**src/eht_ram.sv**
```systemverilog
`timescale 1ns / 1ps

module eht_ram #(
    parameter int unsigned WIDTH = 8,
    parameter int unsigned DEPTH = 64
) (
    input  logic                     i_clk,
    input  logic                     i_we,
    input  logic [$clog2(DEPTH)-1:0] i_waddr,
    input  logic [WIDTH-1:0]         i_wdata,
    input  logic [$clog2(DEPTH)-1:0] i_raddr,
    output logic [WIDTH-1:0]         o_rdata
);
    logic [WIDTH-1:0] r_mem [DEPTH];
    logic [WIDTH-1:0] r_q;

    always_ff @(posedge i_clk) begin
        if (i_we) begin
            r_mem[i_waddr] <= i_wdata;
        end
        r_q <= r_mem[i_raddr];
    end

    assign o_rdata = r_q;
endmodule

```
**config.mk**
```make
export PLATFORM = sky130hd
export DESIGN_NAME = eht_ram
export DESIGN_NICKNAME = d
export VERILOG_FILES = /design/src/eht_ram.sv
export SDC_FILE = /design/constraint.sdc
export NUM_CORES = 1
export LEC_CHECK = 0
export BUFFER_PORTS_ARGS = -buffer_cell sky130_fd_sc_hd__buf_2
export CORE_MARGIN = 3
export CORE_UTILIZATION = 56
export CTS_CLUSTER_SIZE = 28
export DETAILED_ROUTE_END_ITERATION = 8
export PLACE_DENSITY_LB_ADDON = 0.3
export SETUP_SLACK_MARGIN = 0.02
export SLEW_MARGIN = 0
export SYNTH_ARGS = -nofsm -noshare
export SYNTH_HDL_FRONTEND = slang
export SYNTH_SLANG_ARGS = --single-unit
export TNS_END_PERCENT = 1
```
**constraint.sdc**
```tcl
create_clock -name i_clk -period 2.2 [get_ports i_clk]
set_clock_uncertainty 0.05 [all_clocks]
set_input_delay 0.44 -clock i_clk [delete_from_list [all_inputs] [get_ports i_clk]]
set_output_delay 0.44 -clock i_clk [all_outputs]
set_load 0.01 [all_outputs]
```
==> results.yml <==
outcome:
  outcome: "complete, but fails checks"
  violations: "setup timing"
sta:
  setup-violations-final: 1
  timing.setup.tns_ns: -0.0292
  finalCritPeriodShare: 1.01
  max_freq_mhz: 449
  fin_ws_ns: -0.0292
  worst_pin_slew_ns: 1.20
  grt_setup_unrepaired: "yes"
  fin_crit_ns: 2.23
  relSlewSlack: 0.203
  drv_slew: 0
  hold-worst-slack_ns: 0.264
  hold_violations: 0
floorplan:
  coreArea_sq_um: 35100
  start_util: 0.575
  dieArea_sq_um: 38300
  boundaryPins: 30
  chipHeight_microns: 196
  dieWidth_microns: 196
  rows: 68
clocking:
  hold_buffers: 0
  insertion_delay_ns: 0.58
  cts_tree: "built"
  cts_buffer_depth: 3
  cts_root_buf: "clkbuf_16"
  clkTransAtPathRegs_ns: 0.06
  numCtsBuffers: 51
  htreeDepth: 2
  cts.sinks: 520
pwr:
  power_density_nw_per_um2: 881
  ir_worst_vdd_uv: 707
  power_leakage_nw: 7.78
final_layout:
  layout.nets: 1149
  multiInputGateArea_sq_um: 4320
  fin_util: 0.675
  regArea_sq_um: 15500
  fill_cells: 2202
  layout-drive-gt1-share: 0.342
  antennaDiodeCount: 0
  area_growth_pct: 17.3
  final_cells: 1623
synth:
  synth_cells: 940
  synth_xor_xnor_area_share: 0
  async_flop_share: 0
  synth-seq-cells: 520
  ys_seq_area_frac: 0.770
  synth.area.top_cells: "edfxtp_1 (76%), mux4_2 (14%), nor2_1 (1.5%), mux2i_1 (1.1%), dfxtp_1 (0.79%)"
  yosysMostFrequentCell: "edfxtp_1"
  synthAdderAreaFrac: 0
  syn_avg_cell_area_sq_um: 21.5
  synth_ff_type: "edfxtp_1"
  muxShareOfSynthArea: 0.159
  netlist_area_sq_um: 20200
  synth_edf_count: 512
  synth_cell_types: 40
  synth_compound_area_frac: 0.0207
  yosys.area_share.simple: 0.0339
  ys_warn_count: 0
  synth_top_family_by_area: "multiplexers"
  yosysTopAreaCell: "edfxtp_1"
  synth_nets: 962
  netlist_top_cells_count: "edfxtp_1 (512), mux4_2 (126), nor2_1 (83)"
  yosysTopAreaCellShare: 0.762
critical_path:
  reg2reg_depth: 5
  critPathArrivalTime_ns: 2.62
  worstPathCellList: "mux4_2 > mux2_2 > o221a_2 > nor3_1 > o32ai_1"
  crit_path_max_fanout: 1
  critPathTopFamily: "multiplexers"
  crit_buf_inv: 0
  r2r_start: "r_mem[17][4]$_DFFE_PP_"
  critPathRequiredTime_ns: 2.60
  slowest_stage: "mux4_2"
  worst-r2r-setup-slack_ns: -0.03
  worst_setup_path_end_kind: "flip-flop"
  start_kind: "flip-flop"
  critical_path_class: "reg -> reg"
  max_stage_delay_ns: 0.47
  worstReg2RegEnd: "o_rdata[4]$_DFF_P_"
global_route:
  grt_overflow: 0
  track_usage: 0.233
  grt_pass1_vias: 10200
  grt_max_degree: 65
  antenna_found_initial: 1
  grt_first_pass_wirelength_mm: 65.2
detailed_routing:
  viasPerCell: 6.22
  antenna_left: 0
  drtPass1Iterations: 5
  routed_wl_mm: 43.7
  post-route-drc-count: 0
  num_vias: 10100
  wl_per_cell_microns: 26.9
  drtIter0Drc: 983
worst_hold_path:
  whs_endpoint: "o_rdata[1]$_DFF_P_"
  hp-class: "in -> reg"
  min_from: "i_raddr[5]"
  hold_path_depth: 3
placed_design:
  hpwl_mm: 28.0
  dp_slack_ns: -0.384
  numPortBuffers: 29
  placedCellCount: 1529
  place_congestion: 0.825
flow_run:
  drv_cap: 0
[flip-flops by register name, summed over array words and instances, names as in the netlist]
name	cells
o_rdata	8
r_mem	512
[kinds of logic after synthesis]
kind of cell / Yosys count
multiplexers: 162
buffers and inverters: 51
AND/OR/NAND/NOR: 153
flip-flops: 520
AO/OA/AOI/OAI: 54
[worst register-to-register path, delay by kind of cell, from the launching register on]
kind               cells  cell delay (ns)
AOI/OAI and AO/OA      2             0.44
DFF                    1             0.38
muxes                  2             0.77
and+or+nand+nor        1             0.45
[worst max-delay path by stage]
stage / from / slack [ns] / end / cells past startpoint
2_1_floorplan: i_raddr[1] / 0.04 / o_rdata[3]$_DFF_P_ / 7
3_3_place_gp: i_raddr[0] / -0.42 / o_rdata[4]$_DFF_P_ / 7
3_5_place_dp: i_raddr[0] / -0.38 / o_rdata[4]$_DFF_P_ / 7
4_1_cts: r_mem[20][6]$_DFFE_PP_ / 0.03 / o_rdata[6]$_DFF_P_ / 5
5_1_grt: r_mem[21][4]$_DFFE_PP_ / 0.02 / o_rdata[4]$_DFF_P_ / 5
6_report: r_mem[17][4]$_DFFE_PP_ / -0.03 / o_rdata[4]$_DFF_P_ / 5
[what timing repair did]
action	in CTS	in global routing
endpoints found under the setup margin	0	2
gates resized for setup	0	1
buffers inserted	0	0
[per-stage QoR]
| step | power, mW | instance area [sq um] |
|---|---|---|
| 2_1_floorplan | 11.8 | 20200 |
| 3_3_place_gp | 12.3 | 22000 |
| 3_5_place_dp | 12.3 | 22000 |
| 4_1_cts | 21.0 | 23700 |
| 5_1_grt | 21.5 | 23700 |
| 6_report | 20.9 | 23700 |
[power breakdown]
group	switching (mW)	leakage, nW	internal (mW)	total (mW)
clock network	3.51	0.826	5.21	8.73
logic	0.635	2.28	0.491	1.13
registers	0.0417	4.67	11.0	11.0
total	4.19	7.78	16.7	20.9
[cells in the final DEF, fill, tap and decap left out, types with 3 or more instances in the layout]
master     instances
a211oi_1           4
a221oi_1           6
nor2_1            83
clkbuf_1          12
buf_2             26
nand2b_1           7
edfxtp_1         512
buf_12            18
mux2i_1           23
a22oi_1            3
clkinv_2          10
dfxtp_1            8
nand3b_1           3
o2bb2ai_1          3
mux2_2            13
clkbuf_16         53
o2111ai_1          3
a21oi_1            3
nor2b_1           14
nand2_1           19
mux4_2           126
nand3_1           13
buf_4            140
o22ai_1            8
o221ai_1           8
clkinv_1          10
bufinv_16          7
nor3_1             6
[layer usage]
metal | global-route usage | share of wire | up-vias
li1 | - | - | 4301
met1 | 0.332 | 0.39 | 5228
met2 | 0.359 | 0.48 | 481
met3 | 0.0610 | 0.095 | 86
met4 | 0.0787 | 0.034 | 0
met5 | 0 | 0 | -
[layout make-up]
| type | instances | area share |
|---|---|---|
| Multi-Input combinational cell | 369 | 0.183 |
| Clock inverter | 29 | 0.0133 |
| Timing Repair Buffer | 185 | 0.0657 |
| Sequential cell | 520 | 0.656 |
| Tap cell | 455 | 0.0241 |
| Clock buffer | 65 | 0.0579 |
Power figures use the tool's default switching activity.
